**config.mk**
```make
export PLATFORM = sky130hd
export DESIGN_NAME = music_fade_sequencer_flat
export DESIGN_NICKNAME = d
export VERILOG_FILES = /design/src/rtl/mfs_pkg.sv /design/src/rtl/mfs_if.sv /design/src/rtl/music_fade_sequencer.sv /design/src/rtl/mfs_div.sv /design/src/flat_wrapper.sv
export SDC_FILE = /design/constraint.sdc
export NUM_CORES = 1
export LEC_CHECK = 0
export ABC_AREA = 0
export BUFFER_PORTS_ARGS = -buffer_cell sky130_fd_sc_hd__buf_2
export CORE_ASPECT_RATIO = 2
export CORE_MARGIN = 2
export CORE_UTILIZATION = 25
export DETAILED_ROUTE_END_ITERATION = 7
export GPL_TIMING_DRIVEN = 0
export MAX_ROUTING_LAYER = met4
export PLACE_DENSITY = 0.46
export SYNTH_ARGS = -nofsm -noshare
export SYNTH_HDL_FRONTEND = slang
export SYNTH_SLANG_ARGS = --single-unit
```
**constraint.sdc**
```tcl
create_clock -name clk -period 8.6 [get_ports clk]
set_input_delay 1.72 -clock clk [delete_from_list [all_inputs] [get_ports clk]]
set_output_delay 1.72 -clock clk [all_outputs]
set_load 0.05 [all_outputs]
```
**src/rtl/mfs_pkg.sv**
```systemverilog
// Shared types, field widths and codes for the music fade sequencer.
package mfs_pkg;

  localparam int OP_W    = 2;
  localparam int TRACK_W = 16;
  localparam int MS_W    = 16;
  localparam int LEVEL_W = 8;
  localparam int NUM_W   = LEVEL_W + MS_W;

  localparam logic [OP_W-1:0] OP_TICK = 2'd0;
  localparam logic [OP_W-1:0] OP_PLAY = 2'd1;
  localparam logic [OP_W-1:0] OP_STOP = 2'd2;

  localparam logic [1:0] MODE_SILENCE  = 2'd0;
  localparam logic [1:0] MODE_PLAYING  = 2'd1;
  localparam logic [1:0] MODE_FADE_IN  = 2'd2;
  localparam logic [1:0] MODE_FADE_OUT = 2'd3;

  typedef struct packed {
    logic               start;
    logic [NUM_W-1:0]   num;
    logic [MS_W-1:0]    den;
  } div_req_t;

  typedef struct packed {
    logic               done;
    logic [LEVEL_W-1:0] quo;
  } div_res_t;

endpackage

```
**src/rtl/mfs_if.sv**
```systemverilog
// Request and response channel interfaces of the music fade sequencer.
interface mfs_req_if;
  logic                         valid;
  logic                         ready;
  logic [mfs_pkg::OP_W-1:0]     operation;
  logic [mfs_pkg::TRACK_W-1:0]  track_id;
  logic [mfs_pkg::MS_W-1:0]     fade_out_ms;
  logic [mfs_pkg::MS_W-1:0]     fade_in_ms;
  logic [mfs_pkg::LEVEL_W-1:0]  target_level;
  logic [mfs_pkg::MS_W-1:0]     tick_ms;

  modport source (output valid, operation, track_id, fade_out_ms, fade_in_ms,
                  target_level, tick_ms, input ready);
  modport sink (input valid, operation, track_id, fade_out_ms, fade_in_ms,
                target_level, tick_ms, output ready);
endinterface

interface mfs_rsp_if;
  logic                         valid;
  logic                         ready;
  logic [mfs_pkg::LEVEL_W-1:0]  volume_level;
  logic                         volume_update;
  logic                         start_track;
  logic [mfs_pkg::TRACK_W-1:0]  playing_track;
  logic                         halt_track;
  logic [1:0]                   fsm_state;
  logic                         rejected;

  modport source (output valid, volume_level, volume_update, start_track,
                  playing_track, halt_track, fsm_state, rejected, input ready);
  modport sink (input valid, volume_level, volume_update, start_track,
                playing_track, halt_track, fsm_state, rejected, output ready);
endinterface

```
**src/rtl/music_fade_sequencer.sv**
```systemverilog
// Top level of the music fade sequencer: request decoding, state and ramp sequencing.
// The block takes one word at a time. A play or stop request, or a tick outside a fade,
// goes from the accept straight to the done state, which writes its response. A tick
// during a fade computes the ramp volume with one 8x16 multiply and a bit-serial
// divider that retires one quotient bit per cycle, passing through the multiply, load,
// divide and done states in that order; a zero ramp length skips the divider. The
// response sits in an output register, and the next request is taken as soon as the
// current one has written its response there, so a response that is not taken holds
// off the next word.
module music_fade_sequencer (
  input logic      clk,
  input logic      rst,
  mfs_req_if.sink  req,
  mfs_rsp_if.source rsp
);
  import mfs_pkg::*;

  localparam logic [2:0] SEQ_IDLE = 3'd0;
  localparam logic [2:0] SEQ_MUL  = 3'd1;
  localparam logic [2:0] SEQ_LOAD = 3'd2;
  localparam logic [2:0] SEQ_DIV  = 3'd3;
  localparam logic [2:0] SEQ_DONE = 3'd4;

  logic [2:0]         seq;
  logic [OP_W-1:0]    op_r;
  logic [TRACK_W-1:0] trk_r;
  logic [MS_W-1:0]    fo_r;
  logic [MS_W-1:0]    fi_r;
  logic [LEVEL_W-1:0] lvl_r;
  logic [NUM_W-1:0]   num_r;
  logic [LEVEL_W-1:0] quo_r;

  logic [1:0]         mode, mode_next;
  logic [TRACK_W-1:0] current_track, current_track_next;
  logic [TRACK_W-1:0] pending_track, pending_track_next;
  logic [LEVEL_W-1:0] pending_level, pending_level_next;
  logic [MS_W-1:0]    pending_fade_out, pending_fade_out_next;
  logic [MS_W-1:0]    pending_fade_in, pending_fade_in_next;
  logic [LEVEL_W-1:0] ramp_start, ramp_start_next;
  logic [LEVEL_W-1:0] ramp_end, ramp_end_next;
  logic [MS_W-1:0]    ramp_length, ramp_length_next;
  logic [MS_W-1:0]    ramp_elapsed, ramp_elapsed_next;
  logic [LEVEL_W-1:0] present_level, present_level_next;

  logic [LEVEL_W-1:0] o_vol;
  logic               o_upd, o_start, o_halt, o_rej;

  logic               out_valid;
  logic [LEVEL_W-1:0] out_vol;
  logic               out_upd, out_start, out_halt, out_rej;
  logic [TRACK_W-1:0] out_track;
  logic [1:0]         out_mode;

  logic               accept, fading, rising, commit;
  logic [MS_W:0]      elapsed_sum;
  logic [LEVEL_W-1:0] span;
  logic [NUM_W-1:0]   product;
  logic [LEVEL_W-1:0] ramp_val;
  div_req_t           div_req;
  div_res_t           div_res;

  assign req.ready   = (seq == SEQ_IDLE);
  assign accept      = req.valid && req.ready;
  assign fading      = (mode == MODE_FADE_IN) || (mode == MODE_FADE_OUT);
  assign rising      = ramp_end >= ramp_start;
  assign elapsed_sum = {1'b0, ramp_elapsed} + {1'b0, req.tick_ms};
  assign span        = rising ? LEVEL_W'(ramp_end - ramp_start)
                              : LEVEL_W'(ramp_start - ramp_end);
  assign product     = NUM_W'(span * ramp_elapsed)
                       + (rising ? '0 : NUM_W'(ramp_length - MS_W'(1)));
  assign commit      = (seq == SEQ_DONE) && (!out_valid || rsp.ready);

  always_comb begin
    if (ramp_length == '0) begin
      ramp_val = ramp_end;
    end else if (rising) begin
      ramp_val = LEVEL_W'(ramp_start + quo_r);
    end else begin
      ramp_val = LEVEL_W'(ramp_start - quo_r);
    end
  end

  assign div_req.start = (seq == SEQ_LOAD);
  assign div_req.num   = num_r;
  assign div_req.den   = ramp_length;

  mfs_div u_div (
    .clk (clk),
    .rst (rst),
    .req (div_req),
    .res (div_res)
  );

  always_ff @(posedge clk) begin
    if (rst) begin
      seq <= SEQ_IDLE;
    end else begin
      unique case (seq)
        SEQ_IDLE: begin
          if (accept) begin
            seq <= (req.operation == OP_TICK && fading) ? SEQ_MUL : SEQ_DONE;
          end
        end
        SEQ_MUL: begin
          seq <= (ramp_length == '0) ? SEQ_DONE : SEQ_LOAD;
        end
        SEQ_LOAD: begin
          seq <= SEQ_DIV;
        end
        SEQ_DIV: begin
          if (div_res.done) begin
            seq <= SEQ_DONE;
          end
        end
        SEQ_DONE: begin
          if (commit) begin
            seq <= SEQ_IDLE;
          end
        end
        default: begin
          seq <= SEQ_IDLE;
        end
      endcase
    end
  end

  always_ff @(posedge clk) begin
    if (accept) begin
      op_r  <= req.operation;
      trk_r <= req.track_id;
      fo_r  <= req.fade_out_ms;
      fi_r  <= req.fade_in_ms;
      lvl_r <= req.target_level;
    end
    if (seq == SEQ_MUL) begin
      num_r <= product;
    end
    if (div_res.done) begin
      quo_r <= div_res.quo;
    end
  end

  always_comb begin
    mode_next             = mode;
    current_track_next    = current_track;
    pending_track_next    = pending_track;
    pending_level_next    = pending_level;
    pending_fade_out_next = pending_fade_out;
    pending_fade_in_next  = pending_fade_in;
    ramp_start_next       = ramp_start;
    ramp_end_next         = ramp_end;
    ramp_length_next      = ramp_length;
    ramp_elapsed_next     = ramp_elapsed;
    present_level_next    = present_level;
    o_vol   = '0;
    o_upd   = 1'b0;
    o_start = 1'b0;
    o_halt  = 1'b0;
    o_rej   = 1'b0;
    unique case (op_r)
      OP_TICK: begin
        if (fading) begin
          present_level_next = ramp_val;
          o_vol = ramp_val;
          o_upd = 1'b1;
          if (ramp_elapsed == ramp_length) begin
            ramp_start_next   = '0;
            ramp_end_next     = '0;
            ramp_length_next  = '0;
            ramp_elapsed_next = '0;
            if (mode == MODE_FADE_IN) begin
              pending_fade_in_next = '0;
              if (pending_fade_out != '0) begin
                ramp_start_next       = ramp_val;
                ramp_length_next      = pending_fade_out;
                mode_next             = MODE_FADE_OUT;
                pending_fade_out_next = '0;
              end else begin
                mode_next = MODE_PLAYING;
              end
            end else begin
              pending_fade_out_next = '0;
              if (pending_track == '0) begin
                mode_next            = MODE_SILENCE;
                o_halt               = 1'b1;
                current_track_next   = '0;
                pending_fade_in_next = '0;
              end else begin
                o_start            = 1'b1;
                current_track_next = pending_track;
                pending_track_next = '0;
                if (pending_fade_in != '0) begin
                  present_level_next   = '0;
                  o_vol                = '0;
                  ramp_end_next        = pending_level;
                  ramp_length_next     = pending_fade_in;
                  mode_next            = MODE_FADE_IN;
                  pending_fade_in_next = '0;
                end else begin
                  present_level_next = pending_level;
                  o_vol              = pending_level;
                  mode_next          = MODE_PLAYING;
                end
              end
            end
          end
        end
      end
      OP_PLAY: begin
        if (trk_r == '0) begin
          o_rej = 1'b1;
        end else if (trk_r != current_track) begin
          pending_track_next = trk_r;
          pending_level_next = lvl_r;
          if (mode == MODE_SILENCE || (mode == MODE_PLAYING && fo_r == '0)) begin
            if (mode == MODE_PLAYING && fi_r != '0) begin
              pending_fade_in_next  = fi_r;
              pending_fade_out_next = '0;
            end
            o_upd              = 1'b1;
            o_start            = 1'b1;
            current_track_next = trk_r;
            pending_track_next = '0;
            if (fi_r == '0) begin
              present_level_next = lvl_r;
              o_vol              = lvl_r;
              mode_next          = MODE_PLAYING;
            end else begin
              present_level_next = '0;
              o_vol              = '0;
              ramp_start_next    = '0;
              ramp_end_next      = lvl_r;
              ramp_length_next   = fi_r;
              ramp_elapsed_next  = '0;
              mode_next          = MODE_FADE_IN;
            end
          end else if (mode == MODE_PLAYING) begin
            pending_fade_in_next  = fi_r;
            pending_fade_out_next = fo_r;
            ramp_start_next       = present_level;
            ramp_end_next         = '0;
            ramp_length_next      = fo_r;
            ramp_elapsed_next     = '0;
            mode_next             = MODE_FADE_OUT;
          end
        end
      end
      OP_STOP: begin
        pending_track_next = '0;
        if (mode != MODE_SILENCE) begin
          ramp_start_next   = '0;
          ramp_end_next     = '0;
          ramp_length_next  = fo_r;
          ramp_elapsed_next = '0;
          if (fo_r != '0) begin
            ramp_start_next = present_level;
            mode_next       = MODE_FADE_OUT;
          end else begin
            mode_next             = MODE_SILENCE;
            o_halt                = 1'b1;
            current_track_next    = '0;
            pending_fade_in_next  = '0;
            pending_fade_out_next = '0;
          end
        end
      end
      default: begin
      end
    endcase
  end

  always_ff @(posedge clk) begin
    if (rst) begin
      mode             <= MODE_SILENCE;
      current_track    <= '0;
      pending_track    <= '0;
      pending_level    <= '0;
      pending_fade_out <= '0;
      pending_fade_in  <= '0;
      ramp_start       <= '0;
      ramp_end         <= '0;
      ramp_length      <= '0;
      ramp_elapsed     <= '0;
      present_level    <= '0;
    end else if (commit) begin
      mode             <= mode_next;
      current_track    <= current_track_next;
      pending_track    <= pending_track_next;
      pending_level    <= pending_level_next;
      pending_fade_out <= pending_fade_out_next;
      pending_fade_in  <= pending_fade_in_next;
      ramp_start       <= ramp_start_next;
      ramp_end         <= ramp_end_next;
      ramp_length      <= ramp_length_next;
      ramp_elapsed     <= ramp_elapsed_next;
      present_level    <= present_level_next;
    end else if (accept && req.operation == OP_TICK && fading) begin
      ramp_elapsed <= (elapsed_sum > {1'b0, ramp_length}) ? ramp_length
                                                          : elapsed_sum[MS_W-1:0];
    end
  end

  always_ff @(posedge clk) begin
    if (rst) begin
      out_valid <= 1'b0;
    end else if (commit) begin
      out_valid <= 1'b1;
    end else if (rsp.ready) begin
      out_valid <= 1'b0;
    end
  end

  always_ff @(posedge clk) begin
    if (commit) begin
      out_vol   <= o_vol;
      out_upd   <= o_upd;
      out_start <= o_start;
      out_halt  <= o_halt;
      out_rej   <= o_rej;
      out_track <= current_track_next;
      out_mode  <= mode_next;
    end
  end

  assign rsp.valid         = out_valid;
  assign rsp.volume_level  = out_vol;
  assign rsp.volume_update = out_upd;
  assign rsp.start_track   = out_start;
  assign rsp.playing_track = out_track;
  assign rsp.halt_track    = out_halt;
  assign rsp.fsm_state     = out_mode;
  assign rsp.rejected      = out_rej;

  a_silent_no_track: assert property (@(posedge clk) disable iff (rst)
    (rsp.valid && rsp.fsm_state == MODE_SILENCE) |-> (rsp.playing_track == '0))
    else $error("silent response reports a track");

  a_volume_zero_idle: assert property (@(posedge clk) disable iff (rst)
    (rsp.valid && !rsp.volume_update) |-> (rsp.volume_level == '0))
    else $error("volume driven without update flag");

  a_start_halt_excl: assert property (@(posedge clk) disable iff (rst)
    rsp.valid |-> !(rsp.start_track && rsp.halt_track))
    else $error("start and halt in one response");

  a_div_in_sequence: assert property (@(posedge clk) disable iff (rst)
    div_res.done |-> (seq == SEQ_DIV))
    else $error("divider finished outside its sequencer step");

endmodule

```
**src/rtl/mfs_div.sv**
```systemverilog
// Bit-serial restoring divider producing an 8-bit quotient.
module mfs_div (
  input  logic              clk,
  input  logic              rst,
  input  mfs_pkg::div_req_t req,
  output mfs_pkg::div_res_t res
);
  import mfs_pkg::*;

  logic [MS_W-1:0]    rem;
  logic [MS_W-1:0]    den;
  logic [LEVEL_W-1:0] qs;
  logic [2:0]         cnt;
  logic               busy;
  logic [MS_W:0]      trial;
  logic               fits;

  assign trial = {rem, qs[LEVEL_W-1]};
  assign fits  = trial >= {1'b0, den};

  always_ff @(posedge clk) begin
    if (rst) begin
      busy <= 1'b0;
      cnt  <= '0;
    end else if (req.start) begin
      busy <= 1'b1;
      cnt  <= '0;
    end else if (busy) begin
      cnt <= cnt + 3'd1;
      if (cnt == 3'd7) begin
        busy <= 1'b0;
      end
    end
  end

  always_ff @(posedge clk) begin
    if (req.start) begin
      rem <= req.num[NUM_W-1:LEVEL_W];
      qs  <= req.num[LEVEL_W-1:0];
      den <= req.den;
    end else if (busy) begin
      if (fits) begin
        rem <= MS_W'(trial - {1'b0, den});
      end else begin
        rem <= trial[MS_W-1:0];
      end
      qs <= {qs[LEVEL_W-2:0], fits};
    end
  end

  assign res.done = busy && (cnt == 3'd7);
  assign res.quo  = {qs[LEVEL_W-2:0], fits};

endmodule

```
**src/flat_wrapper.sv**
```systemverilog
// flat-port wrapper written by rule: the top's interface ports become plain ports
module music_fade_sequencer_flat import mfs_pkg::*;
  (clk, rst, req_valid, req_operation, req_track_id, req_fade_out_ms, req_fade_in_ms, req_target_level, req_tick_ms, req_ready, rsp_valid, rsp_volume_level, rsp_volume_update, rsp_start_track, rsp_playing_track, rsp_halt_track, rsp_fsm_state, rsp_rejected, rsp_ready);
  mfs_req_if req_i ();
  mfs_rsp_if rsp_i ();
  input logic clk;
  input logic rst;
  input wire logic [$bits(req_i.valid)-1:0] req_valid;
  input wire logic [$bits(req_i.operation)-1:0] req_operation;
  input wire logic [$bits(req_i.track_id)-1:0] req_track_id;
  input wire logic [$bits(req_i.fade_out_ms)-1:0] req_fade_out_ms;
  input wire logic [$bits(req_i.fade_in_ms)-1:0] req_fade_in_ms;
  input wire logic [$bits(req_i.target_level)-1:0] req_target_level;
  input wire logic [$bits(req_i.tick_ms)-1:0] req_tick_ms;
  output wire logic [$bits(req_i.ready)-1:0] req_ready;
  output wire logic [$bits(rsp_i.valid)-1:0] rsp_valid;
  output wire logic [$bits(rsp_i.volume_level)-1:0] rsp_volume_level;
  output wire logic [$bits(rsp_i.volume_update)-1:0] rsp_volume_update;
  output wire logic [$bits(rsp_i.start_track)-1:0] rsp_start_track;
  output wire logic [$bits(rsp_i.playing_track)-1:0] rsp_playing_track;
  output wire logic [$bits(rsp_i.halt_track)-1:0] rsp_halt_track;
  output wire logic [$bits(rsp_i.fsm_state)-1:0] rsp_fsm_state;
  output wire logic [$bits(rsp_i.rejected)-1:0] rsp_rejected;
  input wire logic [$bits(rsp_i.ready)-1:0] rsp_ready;
  assign req_i.valid = req_valid;
  assign req_i.operation = req_operation;
  assign req_i.track_id = req_track_id;
  assign req_i.fade_out_ms = req_fade_out_ms;
  assign req_i.fade_in_ms = req_fade_in_ms;
  assign req_i.target_level = req_target_level;
  assign req_i.tick_ms = req_tick_ms;
  assign req_ready = req_i.ready;
  assign rsp_valid = rsp_i.valid;
  assign rsp_volume_level = rsp_i.volume_level;
  assign rsp_volume_update = rsp_i.volume_update;
  assign rsp_start_track = rsp_i.start_track;
  assign rsp_playing_track = rsp_i.playing_track;
  assign rsp_halt_track = rsp_i.halt_track;
  assign rsp_fsm_state = rsp_i.fsm_state;
  assign rsp_rejected = rsp_i.rejected;
  assign rsp_i.ready = rsp_ready;
  music_fade_sequencer u_core (.clk(clk), .rst(rst), .req(req_i), .rsp(rsp_i));
endmodule
```
==> flow_metrics.tcl, run 1 <==
set metrics [dict create \
    fin_cells 3414 \
    drv_cap 0 \
    fin_skew_ns 0.02779 \
    synth_top_area_cell "edfxtp_1" \
    yosysUniqueCellTypes 83 \
    worst-endpoint-required_ns 8.94 \
    antenna_found_initial 0 \
    vias_per_cell 4.930 \
    core_area_mm2 0.08240 \
    ff2ff_setup_slack_ns 0.31 \
    grt_overflow 0 \
    status "finished, final reports clean" \
    longest_individual_stage_delay_on_the_worst_path_ns 0.51 \
    totalNegativeSetupSlack_ns 0 \
    cts_hold_buf 0 \
    setup-violations-final 0 \
    slew_viol_final 0 \
    hold_viol_final 0 \
    detail_route.iter0.violations 815 \
    max-vdd-ir-drop_uv 187.3 \
    critPathTopFamily "compound AO/OA/AOI/OAI gates" \
    worst_hold_path.num_cells 0 \
    detail_route.wl_per_cell_um 20.75 \
    groute.layer.met3.usage 0.01212 \
    final_area_mm2 0.02389 \
    fin_crit_ns 8.288 \
    post-synth-top-area-fraction 0.2311 \
    layout-drive-gt1-share 0.1031 \
    cp_num_buf_inv 7 \
    floorplan.die.width_um 207.9 \
    cpMaxStageDelayCell "fa_1" \
    clk_root_buffer_cell "clkbuf_16" \
    globalRouteTotalUtil 0.1670 \
    antennaDiodeCount 0 \
    leakage_nw 9.621 \
    floorplan.rows 149 \
    floorplan.initialDensity 0.2523 \
    seq_area_frac_synth 0.3640 \
    min-delay-path-class "register to register" \
    mappedNetlistNets 2499 \
    setup.worst_path.start_class "register" \
    place.port_buffers 108 \
    grt_max_degree 34 \
    post_synth_instance_area_mm2 0.02079 \
    yosys-top-cells-area "edfxtp_1, dfxtp_1, fa_1, ha_1, inv_1" \
    pin_count 110 \
    detail_route.drc_violations 0 \
    first_pass_iters 5 \
    tritoncts "built" \
    place_area_mm2 0.02273 \
    clkSlewWorstSetupHoldPaths_ns 0.07 \
    synth_flop_cell "edfxtp_1" \
    synth.ff_latch_count 298 \
    path_depth 29 \
    layout.filler_cells 8886 \
    dp.final_hpwl_um 58610 \
    ys_async_sr_fraction 0 \
    most-common-layout-cells "inv_1, nand2_1, a21oi_1" \
    worst_slew_slack_as_a_fraction_of_its_limit 0.3681 \
    max_freq_ghz 0.1207 \
    yosys_warnings 0 \
    count_of_cells_along_the_worst_register_to_register_path 29 \
    power_per_cell_area_mw_per_mm2 185.9 \
    cts_made_buffers 30 \
    floorplan.die.height_um 411.8 \
    cts_htree_levels 1 \
    grt.met1_usage 0.1389 \
    synthesis.area_per_instance_um2 9.501 \
    worst_skew_pair.late_latency_ns 0.61 \
    crit_path_end_kind "register" \
    layout_commonest_cell "inv_1" \
    top_usage_layer "met2" \
    gp_congestion 0.8887 \
    rsz0062_at_grt "false" \
    max_slew.worst_pin.slew_ns 0.9479 \
    routed-via-count 16832 \
    globalRouteMet2Util 0.3550 \
    die-area_mm2 0.08561 \
    postSynthCellCount 2188 \
    global_route_wire_length_before_repair_um 106200 \
    number_of_nets_in_the_finished_design 2644 \
    area_delta_synth_final_pct 14.93 \
    placed_cells_incl_taps 3357 \
    timing.critical_path.fanout_max 10 \
    first_global_vias 17861 \
    routed_wl_um 70850 \
    ctsLongestPathBuffers 3 \
    antenna_left 0 \
    fraction_of_the_cycle_the_final_worst_path_needs 0.9637 \
    timing.critical_path.arrival_ns 8.63 \
    cts_num_sinks 298 \
    synth-edff-count 160 \
    crit_path_kind "register to register" \
]
## routing by layer
| layer | wire, um | share of wire | vias to the layer above |
|---|---|---|---|
| met5 | 0 | 0 | - |
| met2 | 42810 | 0.60 | 425 |
| met1 | 22380 | 0.32 | 8286 |
| met4 | 3831 | 0.054 | 0 |
| met3 | 1828 | 0.026 | 161 |
| li1 | - | - | 7960 |
## worst paths after layout
check                                         from          endpoint
worst max-delay path            u_core.ramp_end[0]  u_core.num_r[18]
worst min-delay path            u_core.u_div.qs[1]   u_core.quo_r[2]
worst max register to register  u_core.ramp_end[0]  u_core.num_r[18]
worst min register to register  u_core.u_div.qs[1]   u_core.quo_r[2]
## cells by family after synthesis
family | synth area share
xor+xnor | 0.04406
buf+inv | 0.06645
mux | 0.02131
simple gates | 0.1724
flops | 0.3640
fa+ha+maj | 0.1803
compound gates | 0.1514
## stage by stage
step                      utilization  hold slack, ns  power [mW]  worst slack, ns
after floorplan                     -          0.4029       2.500            1.812
after global placement         0.2749          0.4396       2.925          -0.1027
after detailed placement       0.2758          0.4442       2.938          -0.2069
after CTS                      0.2895          0.4650       4.478          0.06277
after global routing           0.2899          0.4841       4.661          0.01138
final                          0.2899          0.4626       4.441           0.3124
## cell usage after synthesis (all sizes together), types with 6 or more instances
cell,instances
nand2b,63
and4,11
buf,37
xor2,35
nor4,35
clkbuf,78
o31ai,7
nor2,109
a22oi,8
a21oi,172
inv,233
o211ai,19
or2,10
a211oi,35
edfxtp,160
o311ai,8
a221o,34
and2,67
a31oi,15
ha,122
a221oi,28
nor3,50
nand2,177
a21o,22
o21ai,50
nor2b,48
xnor2,67
o21bai,6
nand3,81
mux2i,42
a22o,9
nand4,23
o21a,12
dfxtp,138
and3,7
fa,111
## what timing repair did
item | in CTS | in global routing
gates resized for setup | 2 | 3
setup endpoints to repair | 4 | 1
setup buffers | 0 | 1
## state kept, by name, indices dropped and copies added (netlist names), 3 cells and up
signal and cells:
u_core.seq 3, u_core.pending_track 16, u_core.u_div.qs 8, u_core.pending_fade_out 16
u_core.present_level 8, u_core.u_div.rem 16, u_core.quo_r 8, u_core.ramp_end 8
u_core.pending_level 8, u_core.ramp_length 16, u_core.pending_fade_in 16, u_core.current_track 16
u_core.ramp_start 8, u_core.fo_r 16, u_core.rsp.playing_track 16, u_core.lvl_r 8
u_core.u_div.cnt 3, u_core.num_r 24, u_core.ramp_elapsed 16, u_core.u_div.den 16
u_core.rsp.volume_level 8, u_core.fi_r 16, u_core.trk_r 16
## cell type report
class | instances | area [um^2] | area share
sequential | 298 | 7567 | 0.3167
clock inverter | 18 | 289.0 | 0.01210
timing repair buffer | 113 | 614.3 | 0.02571
multi-input combinational | 1539 | 11880 | 0.4973
inverter | 236 | 885.9 | 0.03708
clock buffer | 38 | 832.0 | 0.03483
buffer | 115 | 498.0 | 0.02084
tap | 1057 | 1323 | 0.05536
## power breakdown
part	internal [mW]	leakage, nW	total, mW	switching (mW)
combinational	0.444	6.46	1.29	0.847
sequential	1.57	2.61	1.62	0.0538
clock	0.900	0.550	1.53	0.626
Note: power is estimated with default switching activity, not from simulation.
==> run 2: changes to the inputs <==
--- a/config.mk
+++ b/config.mk
@@ -11,9 +11,9 @@
 export CORE_MARGIN = 2
 export CORE_UTILIZATION = 25
 export DETAILED_ROUTE_END_ITERATION = 7
-export GPL_TIMING_DRIVEN = 0
 export MAX_ROUTING_LAYER = met4
 export PLACE_DENSITY = 0.46
 export SYNTH_ARGS = -nofsm -noshare
 export SYNTH_HDL_FRONTEND = slang
+export SYNTH_HIERARCHICAL = 1
 export SYNTH_SLANG_ARGS = --single-unit
==> flow_metrics.tcl, run 2 <==
set metrics [dict create \
    layout-drive-gt1-share 0.1089 \
    critPathTopFamily "adder cells" \
    cpMaxStageDelayCell "ha_1" \
    cp_cell_sequence "inv_1, ha_1, nand4_1, a311oi_4, nor2_1, buf_4, mux2_2, o211ai_1, nand3_1, and3b_1, fa_1, fa_1, fa_1, fa_1, ha_1, a21o_1, a2111o_1, a31oi_1, o31ai_1, o41ai_1, o21bai_1, a21oi_1, xnor2_1" \
    largest_reg_flops 24 \
    synth_top_family_by_area "adder cells" \
    routed-via-count 16361 \
    area_delta_synth_final_pct 12.02 \
    place.port_buffers 109 \
    post_synth_instance_area_mm2 0.02095 \
    pin_count 110 \
    die-area_mm2 0.08627 \
    cts_num_sinks 298 \
    ys_async_sr_fraction 0 \
    core_area_mm2 0.08333 \
    clk_root_buffer_cell "clkbuf_16" \
    detail_route.wl_per_cell_um 21.03 \
    vias_per_cell 4.924 \
    synth_top_area_cell "edfxtp_1" \
    totalNegativeSetupSlack_ns 0 \
    synth-edff-count 160 \
    power_per_cell_area_mw_per_mm2 172.2 \
    layout.filler_cells 8932 \
    seq_area_frac_synth 0.3612 \
    detail_route.iter0.violations 973 \
    ff2ff_setup_slack_ns 0.74 \
    tritoncts "built" \
    antenna_found_initial 2 \
    min-delay-path-class "register to register" \
    yosys.area_share.xor_xnor 0.04181 \
    worst-endpoint-required_ns 8.97 \
    hold_viol_final 0 \
    grt_max_degree 80 \
    timing.critical_path.mode_cell "fa_1" \
    max-vdd-ir-drop_uv 168.6 \
    sequential_cell_area_mm2 0.007567 \
    synth_mux_area_frac 0.02610 \
    synth-compound-area-share 0.1577 \
    finalHoldWorstSlack_ns 0.4501 \
    cp_num_buf_inv 2 \
    mappedNetlistNets 2497 \
    worst_hold_path.num_cells 0 \
    floorplan.initialDensity 0.2514 \
    dp.final_hpwl_um 55020 \
    grt_overflow 0 \
    clkSlewWorstSetupHoldPaths_ns 0.07 \
    status "finished, final reports clean" \
    fin_skew_ns 0.01337 \
    routed_wl_um 69870 \
    setup.worst_path.start_class "register" \
    synth.ff_latch_count 298 \
    most-common-layout-cells "inv_1, nor2_1, edfxtp_1" \
    setup-violations-final 0 \
    detail_route.drc_violations 0 \
    slew_viol_final 0 \
    timing.critical_path.fanout_max 23 \
    reg2reg_from "u_core/ramp_start[0]" \
    postSynthCellCount 2187 \
    worst_min_path_start "u_core/ramp_length[6]" \
    yosys.area_share.simple 0.1642 \
    number_of_nets_in_the_finished_design 2544 \
    first_pass_iters 5 \
    post_cts_setup_buffer_count 0 \
    synth.top_cells.by_count "inv_1, nor2_1, edfxtp_1" \
    globalRouteTotalUtil 0.1650 \
    antenna_left 0 \
    synthAdderAreaFrac 0.1783 \
    crit_path_end_kind "register" \
    global_route_wire_length_before_repair_um 105200 \
    max_freq_ghz 0.1272 \
    first_global_vias 17448 \
    rsz0062_at_grt "false" \
    max_slew.worst_pin.slew_ns 1.219 \
    floorplan.die.height_um 413.4 \
    floorplan.rows 150 \
    leakage_nw 9.598 \
    drv_cap 0 \
    synthesis.area_per_instance_um2 9.579 \
    gp_congestion 0.8899 \
    synth_flop_cell "edfxtp_1" \
    multiInputGateArea_mm2 0.01195 \
    max_flop_register "u_core/num_r" \
    fraction_of_the_cycle_the_final_worst_path_needs 0.9143 \
    synth.most_common_cell "inv_1" \
    yosys_warnings 6 \
    crit_path_kind "register to register" \
    worst_skew_pair.late_latency_ns 0.61 \
    cts_htree_levels 1 \
    yosysUniqueCellTypes 92 \
    longest_individual_stage_delay_on_the_worst_path_ns 0.64 \
    layout_commonest_cell "inv_1" \
    ctsResizeCount 0 \
    ctsLongestPathBuffers 3 \
    cts_hold_buf 0 \
    timing.rr.end "u_core/num_r[22]" \
    post-synth-top-area-fraction 0.2293 \
    cts_made_buffers 30 \
    hold_end "u_core/u_div/den[6]" \
    floorplan.die.width_um 208.7 \
    count_of_cells_along_the_worst_register_to_register_path 23 \
    worst_slew_slack_as_a_fraction_of_its_limit 0.1845 \
    timing.critical_path.arrival_ns 8.23 \
    yosys-top-cells-area "edfxtp_1, dfxtp_1, fa_1, ha_1, inv_1" \
    fin_crit_ns 7.863 \
]
run 2: power by group:
part / internal (mW) / leakage (nW) / switching [mW] / total, mW
logic: 0.391 / 6.54 / 0.729 / 1.12
clock network: 0.687 / 0.448 / 0.614 / 1.30
registers: 1.56 / 2.61 / 0.0590 / 1.62
run 2: cell families after synthesis:
logic type	count (synthesis)
xor gates and xnor gates	100
AOI/OAI and AO/OA	468
DFF	298
adders and majority gates	232
and+or+nand+nor	674
buffers and inverters	362
muxes	53
run 2: per-layer routing:
metal / vias up / global-route usage / part of all wire
li1: 7765 / - / -
met1: 7991 / 0.1484 / 0.33
met2: 437 / 0.3229 / 0.56
met3: 168 / 0.01531 / 0.029
met4: 0 / 0.1126 / 0.078
met5: - / - / 0
run 2: worst max-delay path by stage:
stage / startpoint / to / depth (start not counted)
detailed placement: u_core/ramp_start[0] / u_core/num_r[22] / 25
CTS: u_core/ramp_start[0] / u_core/num_r[22] / 23
global placement: u_core/ramp_length[1] / u_core/num_r[22] / 21
floorplan: req_valid / u_core/ramp_elapsed[10] / 5
finish: u_core/ramp_start[0] / u_core/num_r[22] / 23
global route: u_core/ramp_start[0] / u_core/num_r[22] / 25
run 2: layout make-up:
class	instances	area share
Inverter	238	0.03807
Clock inverter	21	0.007411
Timing Repair Buffer	139	0.03295
Sequential cell	298	0.3224
Clock buffer	35	0.03321
Tap cell	1064	0.05673
Multi-Input combinational cell	1527	0.5091
Antenna cell	1	0.0001066
run 2: stage by stage:
| stage | setup WS, ns | power, mW | instance area, um^2 | cells | utilization |
|---|---|---|---|---|---|
| 2_1_floorplan | 1.328 | 2.390 | 20950 | 2187 | - |
| 3_3_place_gp | 0.8310 | 2.774 | 22500 | 3265 | 0.2700 |
| 3_5_place_dp | 0.7605 | 2.782 | 22510 | 3266 | 0.2702 |
| 4_1_cts | 0.7324 | 4.111 | 23470 | 3322 | 0.2816 |
| 5_1_grt | 0.2287 | 4.261 | 23470 | 3323 | 0.2816 |
| 6_report | 0.7366 | 4.042 | 23470 | 3323 | 0.2816 |
==> run 3: changes to the inputs <==
--- a/config.mk
+++ b/config.mk
@@ -12,7 +12,7 @@
 export CORE_UTILIZATION = 25
 export DETAILED_ROUTE_END_ITERATION = 7
 export MAX_ROUTING_LAYER = met4
-export PLACE_DENSITY = 0.46
+export SETUP_SLACK_MARGIN = 0.1
 export SYNTH_ARGS = -nofsm -noshare
 export SYNTH_HDL_FRONTEND = slang
 export SYNTH_HIERARCHICAL = 1
==> flow_metrics.tcl, run 3 (synthesis results as in run 2) <==
set metrics [dict create \
    cp_cell_sequence "inv_1, fa_1, a21o_1, a21oi_2, a311oi_4, nor2_1, mux2_2, o211ai_1, nand3_2, and3b_1, fa_1, fa_1, fa_1, fa_1, ha_1, a21o_1, a2111o_1, a31oi_1, o31ai_1, o41ai_1, o21bai_1, a21oi_1, xnor2_1" \
    timing.critical_path.arrival_ns 8.25 \
    cpMaxStageDelayCell "fa_1" \
    floorplan.initialDensity 0.2514 \
    count_of_cells_along_the_worst_register_to_register_path 23 \
    worst_slew_slack_as_a_fraction_of_its_limit 0.2191 \
    fin_skew_ns 0.02372 \
    post_cts_setup_buffer_count 0 \
    status "finished, final reports clean" \
    grt.met1_usage 0.1331 \
    ctsLongestPathBuffers 3 \
    antenna_found_initial 2 \
    dp.final_hpwl_um 51340 \
    layout-drive-gt1-share 0.1083 \
    core_area_mm2 0.08333 \
    crit_path_kind "register to register" \
    clkSlewWorstSetupHoldPaths_ns 0.07 \
    drv_cap 0 \
    layout_commonest_cell "inv_1" \
    grt_overflow 0 \
    finalHoldWorstSlack_ns 0.4754 \
    reg2reg_from "u_core/ramp_start[1]" \
    max_flop_register "u_core/num_r" \
    crit_path_end_kind "register" \
    groute.layer.met3.usage 0.01782 \
    floorplan.rows 150 \
    ff2ff_setup_slack_ns 0.68 \
    hold_viol_final 0 \
    vias_per_cell 4.968 \
    routed-via-count 16489 \
    first_pass_iters 5 \
    fraction_of_the_cycle_the_final_worst_path_needs 0.9207 \
    timing.critical_path.mode_cell "fa_1" \
    slew_viol_final 0 \
    worst_min_path_start "u_core/pending_fade_in[0]" \
    place_area_mm2 0.02252 \
    cts_htree_levels 1 \
    gp_congestion 0.9681 \
    power_after_layout_mw 3.981 \
    area_delta_synth_final_pct 11.81 \
    leakage_nw 9.578 \
    longest_individual_stage_delay_on_the_worst_path_ns 0.54 \
    globalRouteMet2Util 0.2841 \
    most-common-layout-cells "inv_1, nor2_1, edfxtp_1" \
    antenna_left 0 \
    largest_reg_flops 24 \
    cts_hold_buf 0 \
    min-delay-path-class "register to register" \
    fin_crit_ns 7.918 \
    clk_root_buffer_cell "clkbuf_16" \
    place.port_buffers 109 \
    cts_made_buffers 27 \
    critPathTopFamily "adder cells" \
    pin_count 110 \
    grt_max_degree 77 \
    detail_route.iter0.violations 1068 \
    max_slew.worst_pin.slew_ns 1.168 \
    layout.filler_cells 8925 \
    worst_hold_path.num_cells 2 \
    routed_wl_um 65240 \
    final_area_mm2 0.02342 \
    globalRouteTotalUtil 0.1534 \
    first_global_vias 17151 \
    worst_skew_pair.late_latency_ns 0.60 \
    top_usage_layer "met2" \
    floorplan.die.width_um 208.7 \
    tritoncts "built" \
    floorplan.die.height_um 413.4 \
    power_per_cell_area_mw_per_mm2 170.0 \
    max-vdd-ir-drop_uv 237.5 \
    max_freq_ghz 0.1263 \
    detail_route.drc_violations 0 \
    cts_num_sinks 298 \
    global_route_wire_length_before_repair_um 98530 \
    setup-violations-final 0 \
    timing.critical_path.fanout_max 16 \
    worst-endpoint-required_ns 8.93 \
    cp_num_buf_inv 1 \
    rsz0062_at_grt "false" \
    timing.rr.end "u_core/num_r[22]" \
    setup.worst_path.start_class "register" \
    detail_route.wl_per_cell_um 19.66 \
    hold_end "u_core/pending_fade_in[0]" \
    totalNegativeSetupSlack_ns 0 \
    number_of_nets_in_the_finished_design 2541 \
    die-area_mm2 0.08627 \
]
[run 3: changes by cell type in the layout (fill, tap and decap cells not counted), sizes merged]
cell,delta
bufinv,+2
diode,+2
clkinvlp,-1
clkbuf,-4
clkinv,-4
inv,+1
[run 3: worst min-delay path: cells and delay by family (launching register included)]
family | cells | cell delay [ns]
DFF | 1 | 0.33
AOI/OAI and AO/OA | 1 | 0.05
and+or+nand+nor | 1 | 0.06
[run 3: cell type report]
type                       instances  area, um^2  share of cell area
sequential                       298        7567              0.3231
clock buffer                      31       690.7             0.02949
multi-input combinational       1527       11960              0.5104
timing repair buffer             139       773.2             0.03301
antenna                            3       7.507           0.0003205
clock inverter                    19       203.9            0.008707
inverter                         238       893.4             0.03814
tap                             1064        1331             0.05683
[run 3: layer usage]
metal  vias up  share of wire
li1       7767              -
met1      7923           0.33
met2       548           0.53
met3       251          0.036
met4         0           0.11
met5         -              0
[run 3: power breakdown]
| group | switching (mW) | total [mW] | internal (mW) |
|---|---|---|---|
| sequential | 0.0532 | 1.62 | 1.56 |
| combinational | 0.713 | 1.10 | 0.386 |
| clock | 0.590 | 1.27 | 0.677 |
[run 3: per-stage QoR]
| stage | utilization | setup slack [ns] | std cells |
|---|---|---|---|
| floorplan | - | 1.328 | 2187 |
| global placement | 0.2702 | 0.7248 | 3266 |
| detailed placement | 0.2702 | 0.5671 | 3266 |
| CTS | 0.2809 | 0.5379 | 3316 |
| global route | 0.2810 | 0.2942 | 3317 |
| finish | 0.2811 | 0.6823 | 3319 |
[run 3: how the worst max path moves through the flow]
stage,startpoint,endpoint,slack [ns],depth (start not counted)
final,u_core/ramp_start[1],u_core/num_r[22],0.68,23
after global routing,u_core/ramp_start[1],u_core/num_r[22],0.29,25
after CTS,u_core/ramp_start[1],u_core/num_r[22],0.54,23
after detailed placement,u_core/ramp_start[1],u_core/num_r[22],0.57,23
after global placement,u_core/ramp_start[1],u_core/num_r[23],0.72,24
after floorplan,req_valid,u_core/ramp_elapsed[10],1.33,5
[run 3: timing repair]
action                                 in CTS  in global routing
setup endpoints to repair                   0                  1
gates resized for setup                     0                  1
endpoints found under the hold margin       0                  0
